<file path="config.mk">
export PLATFORM = sky130hd
export DESIGN_NAME = fwt2_alu
export DESIGN_NICKNAME = d
export VERILOG_FILES = /design/src/design/fwt2_pkg.sv /design/src/design/fwt2_alu.sv
export SDC_FILE = /design/constraint.sdc
export NUM_CORES = 1
export LEC_CHECK = 0
export ABC_AREA = 1
export BUFFER_PORTS_ARGS = -buffer_cell sky130_fd_sc_hd__buf_2
export CORE_MARGIN = 2
export CORE_UTILIZATION = 48
export DETAILED_ROUTE_END_ITERATION = 16
export PLACE_DENSITY_LB_ADDON = 0.08
export SLEW_MARGIN = 20
export SYNTH_ARGS = -nofsm -noshare
export SYNTH_HDL_FRONTEND = slang
export SYNTH_SLANG_ARGS = --single-unit
</file>
<file path="constraint.sdc">
create_clock -name vclk -period 2.3
set_input_delay 0.23 -clock vclk [all_inputs]
set_output_delay 0.23 -clock vclk [all_outputs]
set_load 0.005 [all_outputs]
</file>
<file path="src/design/fwt2_pkg.sv">
// shared constants and types for the two-dimensional fenwick tree block
`timescale 1ns / 1ps

package fwt2_pkg;

    // default sizing handed to the top level
    localparam int MAX_SIDE_DEF   = 256;
    localparam int VALUE_BITS_DEF = 32;

    // fixed field widths
    localparam int GRID_W  = 9;
    localparam int COORD_W = 8;
    localparam int IN_W    = 32;
    localparam int OUT_W   = 32;

    localparam logic [GRID_W-1:0] GRID_RESET = 9'd256;

    // request codes
    localparam logic [1:0] OP_ADD  = 2'd0;
    localparam logic [1:0] OP_SET  = 2'd1;
    localparam logic [1:0] OP_SUM  = 2'd2;
    localparam logic [1:0] OP_NONE = 2'd3;

    // result status codes
    localparam logic ST_DONE  = 1'b0;
    localparam logic ST_RANGE = 1'b1;

    // shared adder operation
    typedef enum logic
    {
        ALU_ADD = 1'b0,
        ALU_SUB = 1'b1
    } alu_op_t;

    // memory port control
    typedef struct packed
    {
        logic en;
        logic we;
    } mem_ctl_t;

endpackage

</file>
<file path="src/design/fwt2_alu.sv">
// shared add/subtract unit used for accumulation, differences and node updates
`timescale 1ns / 1ps

module fwt2_alu #(
    parameter int DW = 32
) (
    input  fwt2_pkg::alu_op_t  op,
    input  logic [DW-1:0]      a,
    input  logic [DW-1:0]      b,
    output logic [DW-1:0]      y
);

    logic          sub;
    logic [DW-1:0] b_inv;

    // one carry chain, subtract by inverting b and carrying in
    always_comb
    begin
        sub   = (op == fwt2_pkg::ALU_SUB);
        b_inv = b ^ {DW{sub}};
        y     = a + b_inv + DW'(sub);
    end

endmodule

</file>
==> results.md <==
* # IOs at 97
* GP Congestion at 0.935
* Post-CTS Hold Fix Bufs at 0
* Antenna-violating nets left at 0
* Crit-path most repeated cell: nand2_1
* Sw frac at 55.7%
* Library cells used by synthesis at 27
* Die Wd at 77.3 µm
* Wire length per cell at 13.6 µm
* Post-Route WL at 9.31 mm
* Fmax at around 0.43 GHz
* Most common cell in the netlist: nand2_1
* Crit path launch: op
* Clock buffers at 0
* VDD IR max at 0.261 mV
* Post-Syn Instances at 479
* Vias in the first global route at 3,003
* Area share of the largest cell type after synthesis at 23.1%
* Crit path capture: y[28]
* Worst Tran Pin Value at around 370 ps
* Hold crit path type: in2out
* Crit-path cells: buf_12 -> buf_16 -> xor2_1 -> ha_1 -> nand2_2 -> nor2_2 -> inv_1 -> nor2_1 -> nand2_1 -> nand3_2 -> nand3_2 -> nand2_1 -> nand2_1 -> nand2_1 -> buf_2
* Sw Pwr at approximately 0.90 mW
* RSZ-0062 raised after global routing: yes
* Max Cap Viol at 0
* IO buf count at 97
* Reg area at 0 µm²
* Fill cells at 428
* Die footprint at ~6000 µm²
* Final #Nets at 718
* Tcrit/Tclk final at 102%
* CP peak stage delay at 390 ps
* P_leak at 2.34 nW
* Placed Cells at approximately 670
* Top cells by area, synth: nand2_1 (23%), ha_1 (16%), xor2_1 (15%), inv_1 (13%), a21oi_1 (6.0%)
* Final setup margin at -52.0 ps
* Comb pwr share at 100.0%
* Seq/Total Area, Yosys at 0%
* Count of final hold-check violations at 0
* Worst path slowest cell: ha_1
* Clock power frac at 0%
* Failing checks: negative setup slack
* List of most frequent post-synthesis cells: nand2_1 (159), inv_1 (88), xor2_1 (44), nor2_1 (36), ha_1 (33)
* CP Launch Type: input port
* Fin cells at 687
* YS warnings at 0
* Via count at 3,417
* # DRC at 0
* Worst slew margin at 74.9%
* Placement Cell Area at 3360 µm²
* Yosys top cell by area: nand2_1
* Via density at 4.97
* Total track usage at 26.7%
* Syn-to-layout area delta at 56.4%
* Status: finished, violations left
* Grt total ovfl at 0
* Share of cells above drive strength 1 at 44.7%
* Row cnt at 26
* Fin. max-slew vios at 0
* Drt first pass iters at 5
* Starting Density at approximately half
* Initial antenna violation count at 0
* CORE AREA at 5140 µm²
* FFs & Latches at 0
* Final setup violation count at 3
* Critical path class: in2out
* Die H at around 77 µm
* Crit path arrival time at 2120 ps
* Antenna cells at 0
* Worst EP required at 2070 ps
* P_int at 0.712 mW
* Setup crit end kind: output pin
* Post-Synthesis Cell Area at 2580 µm²
* Starting DRT DRC Count at 172
* Max Fanout on Critical Path at 7
* Largest net degree at the start of global routing at 12
* First-pass GRT wire length at 13.4 mm
* Sequential share of power at 0%
* Cell area after layout at 4030 µm²
* Mapped Avg Cell Area at 5.38 µm²
* HPWL Detailed at 6.96 mm
* Syn Nets at approximately 580
* Minimum clock period at 2350 ps
* Pwr Density at 399 nW/µm²
* Total power at 1.61 mW
metal layers:
layer  global-route usage [%]  routed length (µm)  up-vias
li1                         -                   -     1757
met1                     39.3                4130     1569
met2                     45.1                4700       87
met3                    0.588                 444        4
met4                     2.14                  27        0
met5                        0                   0        -
worst min path at each step:
| stage | startpoint | to | depth (start not counted) |
|---|---|---|---|
| 2_1_floorplan | b[0] | y[0] | 1 |
| 3_3_place_gp | a[0] | y[0] | 3 |
| 3_5_place_dp | a[0] | y[0] | 3 |
| 4_1_cts | a[0] | y[0] | 3 |
| 5_1_grt | a[0] | y[0] | 3 |
| 6_report | a[0] | y[0] | 3 |
worst max-delay path: cells and delay by family:
kind | cells | cell delay [ps]
adders and majority gates | 1 | 390
and+or+nand+nor | 9 | 890
xor gates and xnor gates | 1 | 150
buffers and inverters | 4 | 450
layout make-up:
| cell class | instances | area [µm²] | area share [%] |
|---|---|---|---|
| multi-input cells | 386 | 2680 | 66.5 |
| well taps | 70 | 87.6 | 2.17 |
| repair buffers | 142 | 928 | 23.0 |
| inverters | 89 | 334 | 8.28 |
cells by family after synthesis:
group	count (synthesis)	synth area share [%]
xor gates and xnor gates	47	16.0
AOI/OAI and AO/OA	54	11.3
and+or+nand+nor	251	42.2
adders and majority gates	34	16.8
buffers and inverters	93	13.8
layout by cell type (no fill, tap or decap), types with 3 or more instances in the layout:
cell type,synthesis,final
ha_4,0,5
nor2_4,0,3
inv_1,88,82
ha_2,0,9
a21oi_2,1,25
xnor2_1,3,3
buf_12,0,3
nor2_1,36,25
buf_2,3,96
ha_1,33,19
inv_2,1,7
xor2_1,44,37
o21ai_0,16,7
nand3_1,23,18
buf_4,1,38
nand3_2,2,7
nor2_2,4,12
a21oi_1,31,7
nand2_1,159,128
o21ai_1,0,9
nand2_2,18,45
xor2_2,0,6
nand2_4,0,4
power groups by stage:
| stage | Combinational (mW) | Sequential (mW) | Clock, mW |
|---|---|---|---|
| after floorplan | 0.777 | 0 | 0 |
| after global placement | 1.25 | 0 | 0 |
| after detailed placement | 1.26 | 0 | 0 |
| after CTS | 1.31 | 0 | 0 |
| after global routing | 1.76 | 0 | 0 |
| final | 1.61 | 0 | 0 |
what timing repair did:
item	4_1_cts	5_1_grt
setup buffers	3	12
gates cloned	2	1
pin swaps	11	45
endpoints found under the hold margin	0	0
gates resized for setup	10	124
setup endpoints to repair	12	20
per-stage QoR:
stage	util (%)	worst slack (ps)	setup TNS, ps	hold WS (ps)
3_5_place_dp	65.3	-78.5	-342	742
6_report	78.5	-52.0	-91.4	742
2_1_floorplan	-	178	0	511
3_3_place_gp	65.3	-69.9	-338	725
5_1_grt	78.5	-123	-980	763
4_1_cts	67.4	13.4	0	742
No activity file was read; power rests on OpenSTA's default activity.
