### src/design/fwt2_pkg.sv
// shared constants and types for the two-dimensional fenwick tree block
`timescale 1ns / 1ps

package fwt2_pkg;

    // default sizing handed to the top level
    localparam int MAX_SIDE_DEF   = 256;
    localparam int VALUE_BITS_DEF = 32;

    // fixed field widths
    localparam int GRID_W  = 9;
    localparam int COORD_W = 8;
    localparam int IN_W    = 32;
    localparam int OUT_W   = 32;

    localparam logic [GRID_W-1:0] GRID_RESET = 9'd256;

    // request codes
    localparam logic [1:0] OP_ADD  = 2'd0;
    localparam logic [1:0] OP_SET  = 2'd1;
    localparam logic [1:0] OP_SUM  = 2'd2;
    localparam logic [1:0] OP_NONE = 2'd3;

    // result status codes
    localparam logic ST_DONE  = 1'b0;
    localparam logic ST_RANGE = 1'b1;

    // shared adder operation
    typedef enum logic
    {
        ALU_ADD = 1'b0,
        ALU_SUB = 1'b1
    } alu_op_t;

    // memory port control
    typedef struct packed
    {
        logic en;
        logic we;
    } mem_ctl_t;

endpackage

### src/design/fwt2_ctrl.sv
// sequencer: clearing pass, prefix queries, tree update walk and result register
`timescale 1ns / 1ps

module fwt2_ctrl #(
    parameter int MAX_SIDE   = fwt2_pkg::MAX_SIDE_DEF,
    parameter int VALUE_BITS = fwt2_pkg::VALUE_BITS_DEF,
    parameter int AW         = $clog2(MAX_SIDE)
) (
    input  logic                              clk,
    input  logic                              rst_n,
    // configuration
    input  logic                              cfg_wr_en,
    input  logic [fwt2_pkg::GRID_W-1:0]       cfg_wr_data,
    // request channel
    input  logic                              in_valid,
    output logic                              in_stall,
    input  logic [1:0]                        op,
    input  logic [fwt2_pkg::COORD_W-1:0]      col_lo,
    input  logic [fwt2_pkg::COORD_W-1:0]      row_lo,
    input  logic [fwt2_pkg::COORD_W-1:0]      col_hi,
    input  logic [fwt2_pkg::COORD_W-1:0]      row_hi,
    input  logic signed [fwt2_pkg::IN_W-1:0]  value,
    // result channel
    output logic                              out_valid,
    input  logic                              out_stall,
    output logic signed [fwt2_pkg::OUT_W-1:0] sum,
    output logic                              status,
    // memory port
    output fwt2_pkg::mem_ctl_t                mem_ctl,
    output logic [2*AW-1:0]                   mem_addr,
    output logic [VALUE_BITS-1:0]             mem_wdata,
    input  logic [VALUE_BITS-1:0]             mem_rdata,
    // shared adder
    output fwt2_pkg::alu_op_t                 alu_op,
    output logic [VALUE_BITS-1:0]             alu_a,
    output logic [VALUE_BITS-1:0]             alu_b,
    input  logic [VALUE_BITS-1:0]             alu_y
);

    localparam int IW  = AW + 2;
    localparam int MAW = 2 * AW;
    localparam int VB  = VALUE_BITS;
    localparam int GW  = fwt2_pkg::GRID_W;
    localparam int CW  = fwt2_pkg::COORD_W;
    localparam logic [IW-1:0] SIDE_LIM = IW'(MAX_SIDE);

    typedef enum logic [6:0]
    {
        S_CLR  = 7'b0000001,
        S_IDLE = 7'b0000010,
        S_QRY  = 7'b0000100,
        S_DIFF = 7'b0001000,
        S_URD  = 7'b0010000,
        S_UWR  = 7'b0100000,
        S_DONE = 7'b1000000
    } state_t;

    state_t           state_reg, state_next;
    logic [GW-1:0]    grid_reg;
    logic [1:0]       op_reg, op_next;
    logic [IW-1:0]    xa_reg, xa_next, xb_reg, xb_next;
    logic [IW-1:0]    ya_reg, ya_next, yb_reg, yb_next;
    logic [IW-1:0]    i_reg, i_next, j_reg, j_next, y_reg, y_next;
    logic [1:0]       corner_reg, corner_next;
    logic             rd_vld_reg, rd_vld_next, rd_neg_reg, rd_neg_next;
    logic [VB-1:0]    v_reg, v_next, delta_reg, delta_next, total_reg, total_next;
    logic             stat_reg, stat_next;
    logic [MAW-1:0]   clr_cnt_reg, clr_cnt_next;
    logic             out_valid_reg, out_valid_next;
    logic [fwt2_pkg::OUT_W-1:0] out_sum_reg, out_sum_next;
    logic             out_stat_reg, out_stat_next;

    logic [GW-1:0]    n_eff;
    logic             bad_cell, bad_rect;
    logic [VB+fwt2_pkg::IN_W-1:0]  v_ext;
    logic [VB+fwt2_pkg::OUT_W-1:0] sum_ext;
    logic [IW-1:0]    lb_i, lb_j, i_dn, j_dn, i_up, j_up, i_m1, j_m1;
    logic [IW-1:0]    cx_next, cy_next;
    logic [1:0]       corner_inc;
    logic             q_issue, slot_free;

    // effective grid bound and range checks
    always_comb
    begin
        n_eff    = (32'(grid_reg) > MAX_SIDE) ? GW'(MAX_SIDE) : grid_reg;
        bad_cell = ({1'b0, col_lo} >= n_eff) || ({1'b0, row_lo} >= n_eff);
        bad_rect = bad_cell || ({1'b0, col_hi} >= n_eff) || ({1'b0, row_hi} >= n_eff);
        v_ext    = {{VB{value[fwt2_pkg::IN_W-1]}}, value};
        sum_ext  = {{fwt2_pkg::OUT_W{1'b0}}, total_reg};
    end

    // index stepping for the tree walks
    always_comb
    begin
        lb_i       = i_reg & (~i_reg + IW'(1));
        lb_j       = j_reg & (~j_reg + IW'(1));
        i_dn       = i_reg & (i_reg - IW'(1));
        j_dn       = j_reg & (j_reg - IW'(1));
        i_up       = i_reg + lb_i;
        j_up       = j_reg + lb_j;
        i_m1       = i_reg - IW'(1);
        j_m1       = j_reg - IW'(1);
        corner_inc = corner_reg + 2'd1;
        cx_next    = corner_inc[1] ? xb_reg : xa_reg;
        cy_next    = corner_inc[0] ? yb_reg : ya_reg;
        q_issue    = (i_reg != '0) && (y_reg != '0);
        slot_free  = !out_valid_reg || !out_stall;
    end

    // shared adder operand selection
    always_comb
    begin
        alu_op = rd_neg_reg ? fwt2_pkg::ALU_SUB : fwt2_pkg::ALU_ADD;
        alu_a  = total_reg;
        alu_b  = mem_rdata;
        if (state_reg == S_DIFF)
        begin
            alu_op = fwt2_pkg::ALU_SUB;
            alu_a  = v_reg;
            alu_b  = total_reg;
        end
        else if (state_reg == S_UWR)
        begin
            alu_op = fwt2_pkg::ALU_ADD;
            alu_a  = mem_rdata;
            alu_b  = delta_reg;
        end
    end

    // memory port drive
    always_comb
    begin
        mem_ctl.en = 1'b0;
        mem_ctl.we = 1'b0;
        mem_addr   = {i_m1[AW-1:0], j_m1[AW-1:0]};
        mem_wdata  = alu_y;
        unique case (state_reg)
            S_CLR:
            begin
                mem_ctl.en = 1'b1;
                mem_ctl.we = 1'b1;
                mem_addr   = clr_cnt_reg;
                mem_wdata  = '0;
            end
            S_QRY:  mem_ctl.en = q_issue;
            S_URD:  mem_ctl.en = 1'b1;
            S_UWR:
            begin
                mem_ctl.en = 1'b1;
                mem_ctl.we = 1'b1;
            end
            default: mem_ctl.en = 1'b0;
        endcase
    end

    // sequencer next state
    always_comb
    begin
        state_next     = state_reg;
        op_next        = op_reg;
        xa_next        = xa_reg;
        xb_next        = xb_reg;
        ya_next        = ya_reg;
        yb_next        = yb_reg;
        i_next         = i_reg;
        j_next         = j_reg;
        y_next         = y_reg;
        corner_next    = corner_reg;
        rd_vld_next    = 1'b0;
        rd_neg_next    = rd_neg_reg;
        v_next         = v_reg;
        delta_next     = delta_reg;
        total_next     = total_reg;
        stat_next      = stat_reg;
        clr_cnt_next   = clr_cnt_reg;
        out_valid_next = out_valid_reg && out_stall;
        out_sum_next   = out_sum_reg;
        out_stat_next  = out_stat_reg;

        // pending prefix read lands in the running total
        if (rd_vld_reg)
        begin
            total_next = alu_y;
        end

        unique case (state_reg)
            S_CLR:
            begin
                clr_cnt_next = clr_cnt_reg + MAW'(1);
                if (clr_cnt_reg == '1)
                begin
                    state_next = S_IDLE;
                end
            end
            S_IDLE:
            begin
                if (in_valid)
                begin
                    op_next     = op;
                    v_next      = v_ext[VB-1:0];
                    total_next  = '0;
                    stat_next   = fwt2_pkg::ST_DONE;
                    corner_next = 2'd0;
                    xb_next     = IW'(col_lo);
                    yb_next     = IW'(row_lo);
                    if (op == fwt2_pkg::OP_SUM)
                    begin
                        xa_next = IW'(col_hi) + IW'(1);
                        ya_next = IW'(row_hi) + IW'(1);
                    end
                    else
                    begin
                        xa_next = IW'(col_lo) + IW'(1);
                        ya_next = IW'(row_lo) + IW'(1);
                    end
                    i_next = xa_next;
                    j_next = ya_next;
                    y_next = ya_next;
                    unique case (op)
                        fwt2_pkg::OP_ADD:
                        begin
                            delta_next = v_ext[VB-1:0];
                            stat_next  = bad_cell;
                            state_next = bad_cell ? S_DONE : S_URD;
                        end
                        fwt2_pkg::OP_SET:
                        begin
                            stat_next  = bad_cell;
                            state_next = bad_cell ? S_DONE : S_QRY;
                        end
                        fwt2_pkg::OP_SUM:
                        begin
                            stat_next  = bad_rect;
                            state_next = bad_rect ? S_DONE : S_QRY;
                        end
                        default: state_next = S_DONE;
                    endcase
                end
            end
            S_QRY:
            begin
                if (q_issue)
                begin
                    // one node read per cycle, signed by the corner
                    rd_vld_next = 1'b1;
                    rd_neg_next = corner_reg[1] ^ corner_reg[0];
                    if (j_dn == '0)
                    begin
                        i_next = i_dn;
                        j_next = y_reg;
                    end
                    else
                    begin
                        j_next = j_dn;
                    end
                end
                else if (corner_reg == 2'd3)
                begin
                    state_next = (op_reg == fwt2_pkg::OP_SET) ? S_DIFF : S_DONE;
                end
                else
                begin
                    corner_next = corner_inc;
                    i_next      = cx_next;
                    j_next      = cy_next;
                    y_next      = cy_next;
                end
            end
            S_DIFF:
            begin
                // delta is new value minus old, old stays in the total
                delta_next = alu_y;
                i_next     = xa_reg;
                j_next     = ya_reg;
                y_next     = ya_reg;
                state_next = S_URD;
            end
            S_URD:
            begin
                state_next = S_UWR;
            end
            S_UWR:
            begin
                state_next = S_URD;
                if (j_up > SIDE_LIM)
                begin
                    j_next = y_reg;
                    i_next = i_up;
                    if (i_up > SIDE_LIM)
                    begin
                        state_next = S_DONE;
                    end
                end
                else
                begin
                    j_next = j_up;
                end
            end
            S_DONE:
            begin
                if (slot_free)
                begin
                    out_valid_next = 1'b1;
                    out_sum_next   = sum_ext[fwt2_pkg::OUT_W-1:0];
                    out_stat_next  = stat_reg;
                    state_next     = S_IDLE;
                end
            end
            default: state_next = S_IDLE;
        endcase
    end

    // control registers
    always_ff @(posedge clk or negedge rst_n)
    begin
        if (!rst_n)
        begin
            state_reg     <= S_CLR;
            grid_reg      <= fwt2_pkg::GRID_RESET;
            clr_cnt_reg   <= '0;
            rd_vld_reg    <= 1'b0;
            out_valid_reg <= 1'b0;
        end
        else
        begin
            state_reg     <= state_next;
            clr_cnt_reg   <= clr_cnt_next;
            rd_vld_reg    <= rd_vld_next;
            out_valid_reg <= out_valid_next;
            if (cfg_wr_en)
            begin
                grid_reg <= cfg_wr_data;
            end
        end
    end

    // payload registers
    always_ff @(posedge clk)
    begin
        op_reg       <= op_next;
        xa_reg       <= xa_next;
        xb_reg       <= xb_next;
        ya_reg       <= ya_next;
        yb_reg       <= yb_next;
        i_reg        <= i_next;
        j_reg        <= j_next;
        y_reg        <= y_next;
        corner_reg   <= corner_next;
        rd_neg_reg   <= rd_neg_next;
        v_reg        <= v_next;
        delta_reg    <= delta_next;
        total_reg    <= total_next;
        stat_reg     <= stat_next;
        out_sum_reg  <= out_sum_next;
        out_stat_reg <= out_stat_next;
    end

    assign in_stall  = (state_reg != S_IDLE);
    assign out_valid = out_valid_reg;
    assign sum       = out_sum_reg;
    assign status    = out_stat_reg;

endmodule
### config.mk
export PLATFORM = sky130hd
export DESIGN_NAME = fwt2_ctrl
export DESIGN_NICKNAME = d
export VERILOG_FILES = /design/src/design/fwt2_pkg.sv /design/src/design/fwt2_ctrl.sv
export SDC_FILE = /design/constraint.sdc
export NUM_CORES = 1
export LEC_CHECK = 0
export ABC_AREA = 1
export BUFFER_PORTS_ARGS = -buffer_cell sky130_fd_sc_hd__buf_2
export CORE_MARGIN = 2
export CORE_UTILIZATION = 50
export CTS_CLUSTER_SIZE = 16
export DETAILED_ROUTE_END_ITERATION = 8
export GPL_TIMING_DRIVEN = 0
export PLACE_DENSITY_LB_ADDON = 0.1
export SYNTH_ARGS = -nofsm -noshare
export SYNTH_HDL_FRONTEND = slang
export SYNTH_SLANG_ARGS = --single-unit
### constraint.sdc
create_clock -name clk -period 3.8 [get_ports clk]
set_clock_uncertainty 0.1 [all_clocks]
set_input_delay 0 -clock clk [delete_from_list [all_inputs] [get_ports clk]]
set_output_delay 0 -clock clk [all_outputs]
set_load 0.02 [all_outputs]
==> run summary <==
* 3.47 ns — Final min period
* 66 — maximum number of pins on one net before global-route repair
* 0.288 GHz — Peak Freq
* 0 — total setup violations reported at the end of the flow
* 13200 — vias
* 30.1% — area added between synthesis and finish
* 1330 — DR iter-0 viols
* 19.2% — share of cells above drive strength 1
* 0.58 ns — Critical Path Max Stage Delay
* 561 mW/mm^2 — power density normalized to cell area
* 0 — Maximum Capacitance Violations
* simple AND/OR/NAND/NOR gates — Crit path max-delay family
* sky130_fd_sc_hd__edfxtp_1 — top_reg_cell synth
* 38.5% — Max-Slew Margin vs Limit
* 31500 microns — DP HPWL
* 3 — maximum number of buffers from clock root to sink
* 168 microns — vertical die dimension
* flip-flop — launching element type of the critical path
* 48.0% — sequential fraction of the synthesis area
* 44400 microns — post-detailed-routing wire length
* sky130_fd_sc_hd__nand2_1, sky130_fd_sc_hd__buf_2, sky130_fd_sc_hd__nor2_1 — highest-count cells in the layout ignoring fill and taps
* 91.3% — post-route fraction of the period consumed by the critical path
* 1818 — post-synth net total
* 0.0272 ns — minimum hold slack
* 3.79 ns — worst endpoint data arrival time
* sky130_fd_sc_hd__dfstp_2 — CP max-delay cell
* sky130_fd_sc_hd__edfxtp_1, sky130_fd_sc_hd__nand2_1, sky130_fd_sc_hd__dfrtp_1 — Area contributors post-synth
* 4.12 ns — worst endpoint required time
* 8.38 sq um — post-synthesis average cell area
* 3 — count of buffer and inverter cells on the critical path
* 0 — Max Slew Vio Count
* 27 — number of buffers created by CTS
* 0 — global-route congestion overflow total
* 2 — initial antenna violation count
* 168 microns — horizontal die dimension
* finished clean — result of the run
* false — setup repair after global routing missed its margin
* 50 — number of distinct library cell variants in the gate-level netlist after synthesis
* 8.18 nW — leakage power total
* 232 — Clock Sink Count
* 0.0283 sq mm — area of the die
* 0.06 ns — clock-pin slew of the registers on the worst-case setup and hold paths
* yes — TritonCTS clock tree
* sky130_fd_sc_hd__nand2_1 — most common cell after layout, fill and taps aside
* 232 — total of flip-flops plus latches after synthesis
* 0.0135 sq mm — cell area after technology mapping
* 36.9% — Synth top area share
* 5.45 — via density per instance
* 0 — number of failing hold endpoints at the final stage
* 292 — IO buf count
* 0 ns — total negative setup slack
* 50.5% — starting utilization of the core area
* 0 — post-CTS setup buffer count
* 1 — level count of the clock H-tree
* 30.5% — aggregate global-route resource usage
* 166 — number of enable flip-flop cells after synthesis
* 60 — number of placement rows
* 0.921 — routability congestion estimate from global placement
* 10 — maximum fanout count along the critical path
* 12800 — number of global-route vias before repair
* 68100 microns — global-route wire length before repair
* inv_1 -> clkbuf_1 -> nor2_1 -> inv_1 -> nand2_1 -> ha_1 -> nand2_1 -> nand2_1 -> nand2_1 -> nand2_1 -> nand2_1 -> nand4_1 -> nor2_2 -> nand3_1 -> nand2_1 -> nand2_1 -> a21oi_1 -> nand2_1 -> nand2_1 -> nand2_1 — ordered cell list for the critical path
* 6 — number of iterations in the first detailed-routing pass
* 0 — yosys warns
* 0 — # DRC
* flip-flop to flip-flop — critical path start-end classification
* 0 — number of nets still failing antenna checks after routing
* 18.3 microns — final routed wire length divided by cell count
* sky130_fd_sc_hd__edfxtp_1 — largest area contributor in the netlist
* 0.366 mV — Peak supply drop
* 0.33 ns — flop2flop setup slack
* 0.54 ns — worst-skew pair later-pin latency
* 2266 — Final #Nets
* 14.7% — proportion of synthesized flip-flops having asynchronous set or reset
* 0.0267 sq mm — core region area
* sky130_fd_sc_hd__clkbuf_16 — CTS root buffer
* sky130_fd_sc_hd__nand2_1 — Worst path most repeated cell
* 1612 — cell count after synthesis
* 0.922 ns — slew at the pin closest to its max-slew limit
* 294 — num ports
* flip-flop — endpoint class of the critical path
* input pin to flip-flop — class of the tightest hold or removal check
-- cells in the mapped netlist, drive strengths merged, types with 3 or more instances --
library cell / n
o2111ai: 5
o22ai: 7
nor2: 220
nand3b: 8
xor2: 24
xnor2: 5
nand4: 24
nand3: 86
mux2i: 33
nor4: 4
nor3: 10
a21o: 4
inv: 169
a21oi: 155
edfxtp: 166
a31oi: 3
dfxtp: 32
buf: 26
a22oi: 5
o21ai: 78
mux2: 8
o211ai: 17
ha: 62
clkbuf: 42
dfrtp: 32
nand2: 372
-- per-layer routing --
metal	vias up	share of wire, %	global-route usage (%)
li1	6314	-	-
met1	6146	42	40.6
met2	603	47	51.2
met3	125	6.8	4.04
met4	0	4.0	11.4
met5	-	0	0
-- worst paths after layout --
check                          endpoint  cells after the start   startpoint
setup / recovery           state_reg[6]                     20  grid_reg[8]
hold / removal                xa_reg[7]                      3    col_hi[7]
setup reg to reg           state_reg[6]                     20  grid_reg[8]
hold reg to reg                  status                      0     stat_reg
max in group asynchronous    rd_vld_reg                      2        rst_n
min in group asynchronous   grid_reg[3]                      2        rst_n
-- tightest hold or removal path: cells and delay by family --
kind	cells	cell delay, ns
XOR/XNOR	1	0.22
buffers and inverters	1	0.12
AO/OA/AOI/OAI	1	0.15
-- cell families after synthesis --
family / synth area share (%)
buf+inv: 6.93
mux: 3.11
fa+ha+maj: 5.74
simple gates: 23.0
compound gates: 11.3
xor+xnor: 1.88
flops: 48.0
-- power breakdown --
part           internal, mW  switching [mW]
sequential             3.40           0.354
clock                  1.49            1.06
combinational          1.18            2.37
-- area by class of cell --
class | count | area, sq um
multi-input cells | 1141 | 6110
clock inverters | 13 | 120
fillers | 2224 | 9150
plain buffers | 68 | 298
repair buffers | 419 | 2760
clock buffers | 35 | 736
inverters | 171 | 642
diodes | 2 | 5.00
well taps | 341 | 427
flip-flops and latches | 232 | 6480
-- stage by stage --
| step | worst slack [ns] | power, mW | std cells | util [%] | area, sq um |
|---|---|---|---|---|---|
| final | 0.329 | 9.86 | 2422 | 65.8 | 17600 |
| after global routing | 0.0170 | 10.4 | 2422 | 65.8 | 17600 |
| after CTS | 0.175 | 9.83 | 2420 | 65.7 | 17600 |
| after detailed placement | 0.173 | 7.17 | 2247 | 57.8 | 15500 |
| after global placement | -0.487 | 7.09 | 2245 | 57.6 | 15400 |
| after floorplan | 0.870 | 5.95 | 1612 | - | 13500 |
-- repair_timing --
action,CTS,global route
hold endpoints to repair,185,0
gates resized for setup,0,2
hold buffers,125,0
endpoints found under the setup margin,0,11
(Power assumes the default switching activity.)
